`src/sv/rmc_position_extractor_defines.svh`:
```
// ----------------------------------------------------------------------------
// RMC position extractor assertion macros
// Concurrent assertion helpers clocked on clk and disabled while rst_n is low.
// ----------------------------------------------------------------------------
`ifndef RMC_POSITION_EXTRACTOR_DEFINES_SVH
`define RMC_POSITION_EXTRACTOR_DEFINES_SVH

`ifndef SYNTHESIS
// Property holds in the same cycle.
`define RMC_ASSERT(lbl, prop, msg) \
    lbl: assert property (@(posedge clk) disable iff (!rst_n) (prop)) else $error(msg);
// Consequent holds in the cycle after the antecedent.
`define RMC_ASSERT_NEXT(lbl, ante, cons, msg) \
    lbl: assert property (@(posedge clk) disable iff (!rst_n) (ante) |=> (cons)) \
        else $error(msg);
`else
`define RMC_ASSERT(lbl, prop, msg)
`define RMC_ASSERT_NEXT(lbl, ante, cons, msg)
`endif

`endif

```
`src/sv/rmc_pkg.sv`:
```
// ----------------------------------------------------------------------------
// RMC position extractor package
// Shared types, character codes and widths for the sentence parser.
// ----------------------------------------------------------------------------
package rmc_pkg;

    localparam int CHAR_W  = 8;
    localparam int INDEX_W = 4;
    localparam int SKIP_W  = 5;
    localparam int POS_W   = 5;

    localparam logic [SKIP_W-1:0] SKIP_RESET = 5'd12;
    localparam logic [POS_W-1:0]  HDR_LAST   = 5'd4;

    localparam logic [CHAR_W-1:0] CH_DOLLAR = 8'h24;
    localparam logic [CHAR_W-1:0] CH_G      = 8'h47;
    localparam logic [CHAR_W-1:0] CH_P      = 8'h50;
    localparam logic [CHAR_W-1:0] CH_R      = 8'h52;
    localparam logic [CHAR_W-1:0] CH_M      = 8'h4D;
    localparam logic [CHAR_W-1:0] CH_C      = 8'h43;
    localparam logic [CHAR_W-1:0] CH_A      = 8'h41;
    localparam logic [CHAR_W-1:0] CH_V      = 8'h56;
    localparam logic [CHAR_W-1:0] CH_N      = 8'h4E;

    typedef enum logic [3:0] {
        PH_HUNT,
        PH_HEADER,
        PH_SKIP,
        PH_STATUS,
        PH_GAP1,
        PH_LAT,
        PH_GAP2,
        PH_HEMI,
        PH_GAP3,
        PH_LON
    } phase_t;

    // One completed sentence waiting for the emitter.
    typedef struct packed {
        logic bank;
        logic fix_valid;
    } token_t;

    function automatic logic [CHAR_W-1:0] hdr_char(input logic [POS_W-1:0] pos);
        logic [CHAR_W-1:0] ch;
        case (pos)
            5'd0:    ch = CH_G;
            5'd1:    ch = CH_P;
            5'd2:    ch = CH_R;
            5'd3:    ch = CH_M;
            5'd4:    ch = CH_C;
            default: ch = 8'h00;
        endcase
        return ch;
    endfunction

endpackage

```
`src/sv/rmc_front.sv`:
```
// ----------------------------------------------------------------------------
// RMC front end
// Parses incoming bytes, writes captured coordinate bytes into the store bank
// being filled and queues a token when a sentence completes.
// ----------------------------------------------------------------------------
module rmc_front
    import rmc_pkg::*;
#(
    parameter  int LAT_CHARS = 9,
    parameter  int LON_CHARS = 10,
    localparam int DEPTH     = LAT_CHARS + LON_CHARS,
    localparam int IDX_W     = $clog2(DEPTH)
)
(
    input  logic              clk,
    input  logic              rst_n,
    input  logic              cfg_wr_en,
    input  logic [SKIP_W-1:0] cfg_wr_data,
    input  logic              in_valid,
    output logic              in_ready,
    input  logic [CHAR_W-1:0] rx_byte,
    input  logic              q_full,
    output logic              push,
    output token_t            push_token,
    output logic              wr_en,
    output logic [IDX_W:0]    wr_addr,
    output logic [CHAR_W-1:0] wr_data
);

    phase_t             phase_reg, phase_next;
    logic [POS_W-1:0]   pos_reg, pos_next;
    logic [SKIP_W-1:0]  skip_reg, skip_next;
    logic               status_reg, status_next;
    logic               bank_reg, bank_next;
    logic               accept;
    logic [POS_W-1:0]   pos_inc;
    logic [IDX_W-1:0]   wr_idx;

    assign in_ready = !q_full;
    assign accept   = in_valid && in_ready;
    assign pos_inc  = pos_reg + 1'b1;

    assign skip_next = cfg_wr_en ? cfg_wr_data : skip_reg;
    assign bank_next = bank_reg ^ push;

    // Next state
    always_comb
    begin
        phase_next  = phase_reg;
        pos_next    = pos_reg;
        status_next = status_reg;
        if (accept)
        begin
            case (phase_reg)
                PH_HUNT:
                begin
                    if (rx_byte == CH_DOLLAR)
                    begin
                        phase_next = PH_HEADER;
                        pos_next   = '0;
                    end
                end
                PH_HEADER:
                begin
                    if (pos_reg <= HDR_LAST && rx_byte == hdr_char(pos_reg))
                    begin
                        pos_next = pos_inc;
                        if (pos_reg == HDR_LAST)
                        begin
                            pos_next   = '0;
                            phase_next = (skip_reg == '0) ? PH_STATUS : PH_SKIP;
                        end
                    end
                    else
                    begin
                        phase_next = PH_HUNT;
                    end
                end
                PH_SKIP:
                begin
                    pos_next = pos_inc;
                    if (pos_inc >= skip_reg)
                        phase_next = PH_STATUS;
                end
                PH_STATUS:
                begin
                    if (rx_byte == CH_A || rx_byte == CH_V)
                    begin
                        status_next = (rx_byte == CH_A);
                        phase_next  = PH_GAP1;
                    end
                    else
                    begin
                        phase_next = PH_HUNT;
                    end
                end
                PH_GAP1:
                begin
                    pos_next   = '0;
                    phase_next = PH_LAT;
                end
                PH_LAT:
                begin
                    pos_next = pos_inc;
                    if (pos_inc >= POS_W'(LAT_CHARS))
                        phase_next = PH_GAP2;
                end
                PH_GAP2:
                begin
                    phase_next = PH_HEMI;
                end
                PH_HEMI:
                begin
                    phase_next = (rx_byte == CH_N) ? PH_GAP3 : PH_HUNT;
                end
                PH_GAP3:
                begin
                    pos_next   = '0;
                    phase_next = PH_LON;
                end
                PH_LON:
                begin
                    pos_next = pos_inc;
                    if (pos_inc >= POS_W'(LON_CHARS))
                    begin
                        pos_next   = '0;
                        phase_next = PH_HUNT;
                    end
                end
                default:
                begin
                    phase_next = PH_HUNT;
                end
            endcase
        end
    end

    // Outputs: store writes and sentence tokens
    always_comb
    begin
        wr_en  = 1'b0;
        wr_idx = '0;
        push   = 1'b0;
        case (phase_reg)
            PH_LAT:
            begin
                wr_en  = accept && (pos_reg < POS_W'(LAT_CHARS));
                wr_idx = IDX_W'(pos_reg);
            end
            PH_LON:
            begin
                wr_en  = accept && (pos_reg < POS_W'(LON_CHARS));
                wr_idx = IDX_W'(POS_W'(LAT_CHARS) + pos_reg);
                push   = accept && (pos_inc >= POS_W'(LON_CHARS));
            end
            default:
            begin
                wr_en = 1'b0;
            end
        endcase
    end

    assign wr_addr              = {bank_reg, wr_idx};
    assign wr_data              = rx_byte;
    assign push_token.bank      = bank_reg;
    assign push_token.fix_valid = status_reg;

    always_ff @(posedge clk or negedge rst_n)
    begin
        if (!rst_n)
        begin
            phase_reg  <= PH_HUNT;
            pos_reg    <= '0;
            skip_reg   <= SKIP_RESET;
            status_reg <= 1'b0;
            bank_reg   <= 1'b0;
        end
        else
        begin
            phase_reg  <= phase_next;
            pos_reg    <= pos_next;
            skip_reg   <= skip_next;
            status_reg <= status_next;
            bank_reg   <= bank_next;
        end
    end

endmodule

```
`src/sv/rmc_fifo.sv`:
```
// ----------------------------------------------------------------------------
// RMC token queue
// Two-entry queue of completed sentences between the parser and the emitter.
// ----------------------------------------------------------------------------
`include "rmc_position_extractor_defines.svh"

module rmc_fifo
    import rmc_pkg::*;
(
    input  logic   clk,
    input  logic   rst_n,
    input  logic   push,
    input  token_t push_token,
    input  logic   pop,
    output logic   full,
    output logic   tok_valid,
    output token_t tok
);

    token_t      entry_reg [2];
    logic        wr_ptr_reg, wr_ptr_next;
    logic        rd_ptr_reg, rd_ptr_next;
    logic [1:0]  count_reg, count_next;
    logic        empty;

    assign empty     = (count_reg == 2'd0);
    assign full      = (count_reg == 2'd2);
    assign tok_valid = !empty;
    assign tok       = entry_reg[rd_ptr_reg];

    assign wr_ptr_next = wr_ptr_reg ^ push;
    assign rd_ptr_next = rd_ptr_reg ^ pop;
    assign count_next  = count_reg + {1'b0, push} - {1'b0, pop};

    always_ff @(posedge clk)
    begin
        if (push)
            entry_reg[wr_ptr_reg] <= push_token;
    end

    always_ff @(posedge clk or negedge rst_n)
    begin
        if (!rst_n)
        begin
            wr_ptr_reg <= 1'b0;
            rd_ptr_reg <= 1'b0;
            count_reg  <= 2'd0;
        end
        else
        begin
            wr_ptr_reg <= wr_ptr_next;
            rd_ptr_reg <= rd_ptr_next;
            count_reg  <= count_next;
        end
    end

    `RMC_ASSERT(a_no_overflow, !(push && full), "token pushed into full queue")
    `RMC_ASSERT(a_no_underflow, !(pop && empty), "token popped from empty queue")
    `RMC_ASSERT_NEXT(a_push_seen, push && !pop, !empty, "pushed token missing")

endmodule

```
`src/sv/rmc_back.sv`:
```
// ----------------------------------------------------------------------------
// RMC back end
// Holds the two-bank coordinate store and plays out one stored sentence per
// token via the registered read port, one character per cycle unless stalled.
// ----------------------------------------------------------------------------
`include "rmc_position_extractor_defines.svh"

module rmc_back
    import rmc_pkg::*;
#(
    parameter  int LAT_CHARS = 9,
    parameter  int LON_CHARS = 10,
    localparam int DEPTH     = LAT_CHARS + LON_CHARS,
    localparam int IDX_W     = $clog2(DEPTH)
)
(
    input  logic               clk,
    input  logic               rst_n,
    input  logic               wr_en,
    input  logic [IDX_W:0]     wr_addr,
    input  logic [CHAR_W-1:0]  wr_data,
    input  logic               tok_valid,
    input  token_t             tok,
    output logic               pop,
    output logic               out_valid,
    input  logic               out_ready,
    output logic [CHAR_W-1:0]  coord_char,
    output logic               is_longitude,
    output logic [INDEX_W-1:0] char_index,
    output logic               fix_valid,
    output logic               last
);

    logic [CHAR_W-1:0]  mem [2**(IDX_W+1)];
    logic [CHAR_W-1:0]  rd_data_reg;
    logic [IDX_W-1:0]   k_reg, k_next;
    logic               out_valid_reg, out_valid_next;
    logic               lon_reg, lon_next;
    logic [INDEX_W-1:0] idx_reg, idx_next;
    logic               fix_reg, fix_next;
    logic               last_reg, last_next;
    logic               issue;
    logic               k_last;

    // Read the next character when a token waits and the output slot is free next cycle.
    assign issue  = tok_valid && (!out_valid_reg || out_ready);
    assign k_last = (k_reg == IDX_W'(DEPTH - 1));
    assign pop    = issue && k_last;

    always_comb
    begin
        k_next = k_reg;
        if (pop)
            k_next = '0;
        else if (issue)
            k_next = k_reg + 1'b1;
    end

    always_comb
    begin
        out_valid_next = out_valid_reg;
        if (issue)
            out_valid_next = 1'b1;
        else if (out_ready)
            out_valid_next = 1'b0;
    end

    assign lon_next  = (k_reg >= IDX_W'(LAT_CHARS));
    assign idx_next  = lon_next ? INDEX_W'(k_reg - IDX_W'(LAT_CHARS)) : INDEX_W'(k_reg);
    assign fix_next  = tok.fix_valid;
    assign last_next = k_last;

    always_ff @(posedge clk)
    begin
        if (wr_en)
            mem[wr_addr] <= wr_data;
    end

    always_ff @(posedge clk)
    begin
        if (issue)
        begin
            rd_data_reg <= mem[{tok.bank, k_reg}];
            lon_reg     <= lon_next;
            idx_reg     <= idx_next;
            fix_reg     <= fix_next;
            last_reg    <= last_next;
        end
    end

    always_ff @(posedge clk or negedge rst_n)
    begin
        if (!rst_n)
        begin
            k_reg         <= '0;
            out_valid_reg <= 1'b0;
        end
        else
        begin
            k_reg         <= k_next;
            out_valid_reg <= out_valid_next;
        end
    end

    assign out_valid    = out_valid_reg;
    assign coord_char   = rd_data_reg;
    assign is_longitude = lon_reg;
    assign char_index   = idx_reg;
    assign fix_valid    = fix_reg;
    assign last         = last_reg;

    `RMC_ASSERT(a_idx_range, !out_valid_reg || (!lon_reg && int'(idx_reg) < LAT_CHARS) || (lon_reg && int'(idx_reg) < LON_CHARS), "character index out of field range")
    `RMC_ASSERT(a_last_pos, !(out_valid_reg && last_reg) || (lon_reg && int'(idx_reg) == LON_CHARS - 1), "last marker not on final longitude character")
    `RMC_ASSERT_NEXT(a_run_restart, out_valid_reg && out_ready && last_reg, !out_valid_reg || (!lon_reg && idx_reg == '0), "run did not restart at first latitude character")

endmodule

```
`src/sv/rmc_position_extractor.sv`:
```
// ----------------------------------------------------------------------------
// RMC position extractor
// Pulls latitude and longitude text out of RMC sentences in a byte stream
// and emits each completed sentence as a run of coordinate characters.
//
//   Channel  Handshake                Payload
//   in       in_valid / in_ready      rx_byte
//   out      out_valid / out_ready    coord_char, is_longitude, char_index,
//                                     fix_valid, last
//   cfg      cfg_wr_en                cfg_wr_data (skip_count)
//
// One byte is accepted per cycle while in_ready is high. A completed
// sentence is played out from a two-bank store, one character per cycle
// while out_ready is high, LAT_CHARS+LON_CHARS characters per run.
// in_ready drops only while two completed sentences wait in the token queue.
// Reset is asynchronous: parser hunts for '$', skip_count returns to 12.
// ----------------------------------------------------------------------------
module rmc_position_extractor
    import rmc_pkg::*;
#(
    parameter int LAT_CHARS = 9,
    parameter int LON_CHARS = 10
)
(
    input  logic               clk,
    input  logic               rst_n,
    input  logic               cfg_wr_en,
    input  logic [SKIP_W-1:0]  cfg_wr_data,
    input  logic               in_valid,
    output logic               in_ready,
    input  logic [CHAR_W-1:0]  rx_byte,
    output logic               out_valid,
    input  logic               out_ready,
    output logic [CHAR_W-1:0]  coord_char,
    output logic               is_longitude,
    output logic [INDEX_W-1:0] char_index,
    output logic               fix_valid,
    output logic               last
);

    localparam int DEPTH = LAT_CHARS + LON_CHARS;
    localparam int IDX_W = $clog2(DEPTH);

    logic              push;
    token_t            push_token;
    logic              pop;
    logic              q_full;
    logic              tok_valid;
    token_t            tok;
    logic              wr_en;
    logic [IDX_W:0]    wr_addr;
    logic [CHAR_W-1:0] wr_data;

    rmc_front #(
        .LAT_CHARS (LAT_CHARS),
        .LON_CHARS (LON_CHARS)
    ) u_front (
        .clk         (clk),
        .rst_n       (rst_n),
        .cfg_wr_en   (cfg_wr_en),
        .cfg_wr_data (cfg_wr_data),
        .in_valid    (in_valid),
        .in_ready    (in_ready),
        .rx_byte     (rx_byte),
        .q_full      (q_full),
        .push        (push),
        .push_token  (push_token),
        .wr_en       (wr_en),
        .wr_addr     (wr_addr),
        .wr_data     (wr_data)
    );

    rmc_fifo u_fifo (
        .clk        (clk),
        .rst_n      (rst_n),
        .push       (push),
        .push_token (push_token),
        .pop        (pop),
        .full       (q_full),
        .tok_valid  (tok_valid),
        .tok        (tok)
    );

    rmc_back #(
        .LAT_CHARS (LAT_CHARS),
        .LON_CHARS (LON_CHARS)
    ) u_back (
        .clk          (clk),
        .rst_n        (rst_n),
        .wr_en        (wr_en),
        .wr_addr      (wr_addr),
        .wr_data      (wr_data),
        .tok_valid    (tok_valid),
        .tok          (tok),
        .pop          (pop),
        .out_valid    (out_valid),
        .out_ready    (out_ready),
        .coord_char   (coord_char),
        .is_longitude (is_longitude),
        .char_index   (char_index),
        .fix_valid    (fix_valid),
        .last         (last)
    );

endmodule

```
`config.mk`:
```
export PLATFORM = sky130hd
export DESIGN_NAME = rmc_position_extractor
export DESIGN_NICKNAME = d
export VERILOG_FILES = /design/src/sv/rmc_pkg.sv /design/src/sv/rmc_front.sv /design/src/sv/rmc_fifo.sv /design/src/sv/rmc_back.sv /design/src/sv/rmc_position_extractor.sv
export VERILOG_INCLUDE_DIRS = /design/src /design/src/sv
export SDC_FILE = /design/constraint.sdc
export NUM_CORES = 1
export LEC_CHECK = 0
export ABC_CLOCK_PERIOD_IN_PS = 3800
export BUFFER_PORTS_ARGS = -buffer_cell sky130_fd_sc_hd__buf_2
export CORE_AREA = 10 10 197 199
export CTS_BUF_LIST = sky130_fd_sc_hd__clkbuf_2 sky130_fd_sc_hd__clkbuf_4 sky130_fd_sc_hd__clkbuf_8
export CTS_CLUSTER_DIAMETER = 50
export CTS_CLUSTER_SIZE = 14
export DETAILED_ROUTE_END_ITERATION = 12
export DIE_AREA = 0 0 207 209
export PLACE_DENSITY = 0.81
export SYNTH_ARGS = -nofsm -noshare
export SYNTH_HDL_FRONTEND = slang
export SYNTH_SLANG_ARGS = --single-unit
```
`constraint.sdc`:
```
create_clock -name clk -period 3.8 [get_ports clk]
set_input_delay 0.19 -clock clk [delete_from_list [all_inputs] [get_ports clk]]
set_output_delay 0.19 -clock clk [all_outputs]
set_load 0.02 [all_outputs]
```
==> key figures, run 1 <==
Outcome
  • Outcome: finished, final reports clean

Power
  • Leak: 8.255 nW
  • VDD IR max: 0.4714 mV
  • Power Total: 15.05 mW
  • Pwr per Cell Area: 601.8 nW/um2

Placement
  • GPL Wtd Cong: 0.8958
  • Detailed Place HPWL: 31.69 mm
  • Post-DP Area: 23930 um2
  • Inst Count DP: 1688
  • IO buf count: 34

Clocking
  • TritonCTS Sinks: 557
  • Post CTS Setup Buffer Count: 0
  • Htree depth: 2
  • CTS clk-pin slew, worst paths: 0.09 ns
  • Worst-Skew Late Latency: 0.62 ns
  • Clk buf depth: 3
  • Root Buffer: clkbuf_8
  • Resized cells post-CTS: 0
  • CTS tree: built
  • CTS Buf Count: 49

Worst setup path
  • Setup CP Type: reg -> reg
  • Crit-path max FO: 13
  • R2R Path Start: u_front.pos_reg[1]
  • CP Capture Point: u_back.mem[7][5]
  • Worst Path Arrival: 3.51 ns
  • Required time worst endpoint: 4.11 ns
  • R2r setup slk: 0.59 ns
  • CP Launch Point: u_front.pos_reg[1]
  • Worst reg-to-reg path cell count: 8
  • Endpoint class of the critical path: register
  • R2R Path End: u_back.mem[7][5]
  • Critical Path Source Type: register

Floorplanning
  • Die Span Y: 209 um
  • Row cnt: 69
  • Initial Util: 63.89%
  • I/O Pins: 35
  • Die ar.: 43260 um2
  • Core area: 35050 um2
  • Die Wd: 207 um

Finish
  • Max reg flops: 512
  • Area Growth Syn to Fin: 11.69%
  • Diode count: 0
  • Cell Count, Final, Fillers Out: 1774
  • Most flops, register: u_back.mem
  • Final instance area: 25010 um2
  • Fraction of layout cells with a size suffix above 1: 28.71%
  • # nets final: 1330

Run
  • Max-cap violations: 0

Global routing
  • GRT Residual Overflow: 0
  • Initial antenna violation count: 1
  • Number of global-route vias before repair: 11750
  • Largest net degree at the start of global routing: 70
  • Gr usage total: 22.85%
  • First-pass GRT wire length: 74.09 mm

Synthesis
  • Most used DFF post-synth: edfxtp_1
  • Synth cell count leaders: 531 x edfxtp_1, 168 x mux4_2, 83 x nor2_1
  • Post-synth EDFFs: 531
  • Average cell area after synthesis: 20.53 um2
  • Post-Syn Area: 22390 um2
  • Synth area leaders: edfxtp_1 71%, mux4_2 17%, dfrtp_1 2.7%, nor2_1 1.4%, ha_1 0.95%
  • Seq cells post-synth: 557
  • Mapped Cells: 1091
  • Most frequent cell after synthesis: edfxtp_1
  • Synth warnings: 0
  • Synth top area share: 71.20%
  • Synth async-reset ratio: 4.668%
  • Post-synthesis sequential area ratio: 74.12%
  • Post-synth cell types: 59
  • Cell taking the most area after synthesis: edfxtp_1

Timing
  • Max-slew violation count: 0
  • Fin. Hold Viols: 0
  • Slew @ Worst Pin: 0.9607 ns
  • RSZ-0062 raised after global routing: no
  • Crit share post-route: 84.42%
  • Skew final: 0.02560 ns
  • Final setup violation count: 0
  • Slew HR: 34.69%
  • Max Fclk: 311.7 MHz
  • Setup tns final: 0 ns
  • Fin crit period: 3.208 ns

Routing
  • Drt drc: 0
  • TritonRoute pass-1 iters: 5
  • Post-Route WL: 49.17 mm
  • Drt via density: 6.493
  • Vias: 11520
  • Wirelength per Cell: 27.72 um
  • Number of DRC markers in iteration 0: 1320
  • Post-route ant nets: 0

Min path
  • Min-delay worst type: in -> reg
  • Hold path start: rx_byte[6]
kinds of logic (layout without fill, tap and decap cells):
| family | after synthesis | after routing | synth area share (%) |
|---|---|---|---|
| flip-flops | 557 | 557 | 74.12 |
| AND/OR/NAND/NOR | 193 | 193 | 4.051 |
| multiplexers | 174 | 174 | 17.19 |
| buffers and inverters | 71 | 230 | 1.302 |
| AO/OA/AOI/OAI | 66 | 66 | 1.900 |
| adder cells (fa/ha/maj) | 17 | 17 | 0.9498 |
| XOR/XNOR | 12 | 12 | 0.4694 |
| other | 1 | 64 | 0.01675 |
worst min-delay path by stage:
stage	end	cells after the start
floorplan	u_back.k_reg[0]	0
global placement	u_front.skip_reg[1]	1
detailed placement	u_front.skip_reg[1]	1
CTS	u_back.mem[34][6]	1
global route	u_back.mem[40][6]	1
finish	u_back.mem[33][6]	1
timing repair:
action	in CTS	in global routing
setup endpoints to repair	0	0
hold buffers	17	0
hold endpoints to repair	43	0
power by group:
group | internal [mW] | leakage (nW) | switching, mW
combinational | 2.21 | 2.64 | 2.25
sequential | 6.95 | 5.15 | 0.260
clock | 1.51 | 0.462 | 1.87
total | 10.7 | 8.25 | 4.38
layer usage:
layer / share of wire, % / GRT usage [%] / up-vias
met4: 3.2 / 8.155 / 0
met3: 9.0 / 4.220 / 106
met5: 0 / 0 / -
li1: - / - / 4806
met1: 36 / 29.68 / 5944
met2: 52 / 38.33 / 662
worst max-delay path, cell delays in order (launching register included):
cell and delay (ns):
dfrtp_1 0.50, ha_1 0.49, a21oi_1 0.15, a21o_1 0.20
a21oi_1 0.64, nor2b_1 0.25, nand2_1 0.20, nor2_1 0.27
buf_4 0.21
layout by cell type (no fill, tap or decap), drive strengths merged, types with 3 or more instances in the layout:
cell and instances:
o31ai 3, nand2 40, xor2 3, a21o 3, ha 17, bufinv 3
clkbuf 57, mux2 5, o21a 3, or2 3, o21ai 21, a21oi 14
xnor2 9, nand4 3, or4 3, and2 4, nand3 10, mux4 168
clkinv 4, dlygate4sd3 17, dfrtp 24, nand2b 5, nor2b 10, nor2 83
nor4 3, buf 126, or3 5, a211oi 4, inv 20, nor3 12
clkinvlp 3, edfxtp 531, conb 64
metrics by stage:
stage,hold WS (ns),utilization (%),worst slack (ns)
after global routing,0.07165,71.36,0.3013
after global placement,0.2236,68.28,0.8188
after detailed placement,0.2329,68.28,0.6909
final,0.07805,71.36,0.5919
after floorplan,-0.1056,-,0.7988
after CTS,0.03002,71.36,0.6600
final cells by class:
type | count | area, um2
clock inverters | 12 | 161.4
clock buffers | 57 | 747.0
well taps | 461 | 576.8
fillers | 2059 | 10040
multi-input cells | 526 | 5744
inverters | 18 | 67.56
flip-flops and latches | 557 | 16610
repair buffers | 143 | 1106
Power figures use the tool's default switching activity.
==> run 2: changes to the inputs <==
ABC_CLOCK_PERIOD_IN_PS = 2700   (was 3800)
CORE_AREA = 10 10 206 208   (was 10 10 197 199)
DIE_AREA = 0 0 216 218   (was 0 0 207 209)
PLACE_DENSITY = 0.78   (was 0.81)
clock period = 2.7 ns   (was 3.8 ns; I/O delays follow)
==> run 2 against run 1 <==
- via count is 1.3% higher
- cell area is 3.0% higher
- sequential power up 40%
- sequential share of layout area down 1.9 points
- clock power grew 39%
- largest power group unchanged
- flip-flop and latch count stayed put
==> key figures, run 2 (synthesis gave the netlist of run 1 again) <==
Worst setup path
  • CP delay by family, top: multiplexers
  • Setup CP Type: reg -> reg
  • Critical Path Source Type: register
  • Endpoint class of the critical path: register
  • CP Depth: 5 (-3)
  • Required time worst endpoint: 3.08 ns (-1.03 ns)
  • CP Cell Sequence: buf_4, buf_12, mux4_2, mux4_2, mux4_2
  • CP max stage cell: mux4_2
  • CP max stage delay: 0.55 ns (-0.09 ns)
  • Worst reg-to-reg path cell count: 5 (-3)
  • Worst Path Arrival: 3.06 ns (-0.45 ns)
  • CP bufs+invs: 2 (+1)
  • Crit-path max FO: 18 (+5)
  • CP most frequent cell: mux4_2

Finish
  • Most flops, register: u_back.mem
  • Area of the multi-input gates: 5904 um2 (+2.8%)
  • Diode count: 0 (unchanged)
  • # nets final: 1371 (+3.1%)
  • Area Growth Syn to Fin: 14.99%
  • Finished Core Util: 67.26% (-4.1 points)
  • Most common cell after layout, fill and taps aside: edfxtp_1
  • Filler cells: 2387 (+16%)
  • Max reg flops: 512 (unchanged)
  • Commonest non-fill, non-tap cells in the layout: 531 x edfxtp_1, 168 x mux4_2, 107 x buf_4
  • Fraction of layout cells with a size suffix above 1: 32.33% (+3.6 points)
  • Register area: 16610 um2 (about the same)

Floorplanning
  • Die ar.: 47090 um2 (+8.8%)
  • Core area: 38290 um2 (+9.2%)
  • Row cnt: 72 (+4.3%)
  • Die Wd: 216 um (+4.3%)
  • Initial Util: 58.49% (-5.4 points)
  • I/O Pins: 35 (unchanged)
  • Die Span Y: 218 um (+4.3%)

Placement
  • Detailed Place HPWL: 31.07 mm (-1.9%)
  • GPL Wtd Cong: 0.8711 (-2.8%)
  • IO buf count: 34 (unchanged)
  • Pre-CTS WS: -0.05617 ns (-0.7471 ns)

Timing
  • Final setup violation count: 0 (unchanged)
  • Fin. Hold Viols: 0 (unchanged)
  • Max Fclk: 373.0 MHz (+20%)
  • Slew @ Worst Pin: 0.7230 ns (-0.2377 ns)
  • Crit share post-route: 99.30% (+15 points)
  • Fin crit period: 2.681 ns (-0.5270 ns)
  • Slew HR: 51.80% (+17 points)
  • Hold_ws: 0.03784 ns (-0.04021 ns)
  • Max-slew violation count: 0 (unchanged)
  • Final worst-path setup slack: 0.01890 ns (-0.5730 ns)
  • Skew final: 0.02982 ns (+0.004220 ns)

Clocking
  • CTS Buf Count: 50 (+2.0%)
  • TritonCTS Sinks: 557 (unchanged)
  • Clk buf depth: 3 (unchanged)
  • CTS clk-pin slew, worst paths: 0.09 ns (about the same)
  • CTS tree: built
  • Root Buffer: clkbuf_8
  • Htree depth: 2 (unchanged)
  • Worst-Skew Late Latency: 0.65 ns (+0.03 ns)

Outcome
  • Outcome: finished, final reports clean

Global routing
  • Initial antenna violation count: 0 (-1)
  • Largest net degree at the start of global routing: 67 (-4.3%)
  • GRT Residual Overflow: 0 (unchanged)
  • Number of global-route vias before repair: 11800 (+0.50%)
  • First-pass GRT wire length: 74.19 mm (+0.13%)
  • Gr usage total: 21.15% (-1.7 points)

Routing
  • Number of DRC markers in iteration 0: 1520 (+15%)
  • Wirelength per Cell: 26.40 um (-4.7%)
  • Vias: 11670 (+1.3%)
  • TritonRoute pass-1 iters: 5 (unchanged)
  • Drt via density: 6.219 (-4.2%)
  • Drt drc: 0 (unchanged)
  • Post-Route WL: 49.53 mm (+0.73%)
  • Post-route ant nets: 0 (unchanged)

Min path
  • Min-delay worst type: in -> async

Run
  • Max-cap violations: 0 (unchanged)

Power
  • Pwr per Cell Area: 853.8 nW/um2 (+42%)
  • VDD IR max: 0.4772 mV (+1.2%)
  • Leak: 8.558 nW (+3.7%)
## run 2: cell count changes in the layout (fill, tap and decap cells not counted), moves of 3 or more
cell,change
buf_4,+21
dfrtp_2,+3
dlygate4sd3_1,+5
clkbuf_16,+3
dfrtp_1,-3
buf_12,+6
clkinv_2,+3
## run 2: where the power goes
part           internal, mW  total, mW  leakage [nW]  switching (mW)
Sequential             9.79       10.1          5.15           0.307
Combinational          3.78       7.19          2.95            3.41
Clock                  1.99       4.70         0.461            2.71
## run 2: cell type report
type	instances	share of cell area [%]
clock inverter	15	0.4956
timing repair buffer	183	6.302
inverter	18	0.2624
sequential	557	64.51
tap	518	2.517
multi-input combinational	526	22.93
clock buffer	59	2.983
## run 2: worst paths after layout
check | startpoint | endpoint | slack, ns
setup / recovery | u_back.k_reg[0] | u_back.coord_char[6] | 0.02
hold / removal | rst_n | u_front.skip_reg[0] | 0.04
setup reg to reg | u_back.k_reg[0] | u_back.coord_char[6] | 0.02
hold reg to reg | u_back.out_valid | u_back.out_valid | 0.50
max in group asynchronous | rst_n | u_back.k_reg[0] | 2.18
min in group clk | rx_byte[4] | u_front.phase_reg[2] | 0.13
## run 2: layer usage
| metal | global-route usage [%] | vias to the layer above | part of all wire (%) |
|---|---|---|---|
| met2 | 33.16 | 630 | 49 |
| li1 | - | 4887 | - |
| met1 | 29.73 | 6071 | 38 |
| met5 | 0 | - | 0 |
| met3 | 3.981 | 79 | 10 |
| met4 | 7.248 | 0 | 2.8 |
## run 2: repair_timing
action                     4_1_cts  5_1_grt
setup buffers                    6        4
hold endpoints to repair        71        0
hold buffers                    22        0
gates resized for setup         10       25
pin swaps                        2        6
setup endpoints to repair       36      263
gates cloned                     1        3
## run 2: per-stage QoR
stage	cell area [um2]	std cells	setup TNS (ns)	total power, mW
6_report	25750	1876	0	21.99
5_1_grt	25750	1876	-0.09987	22.85
4_1_cts	25510	1869	0	21.70
3_5_place_dp	24270	1766	-0.2819	16.87
3_3_place_gp	24270	1766	-0.06022	16.77
2_1_floorplan	22650	1154	-0.03470	14.65
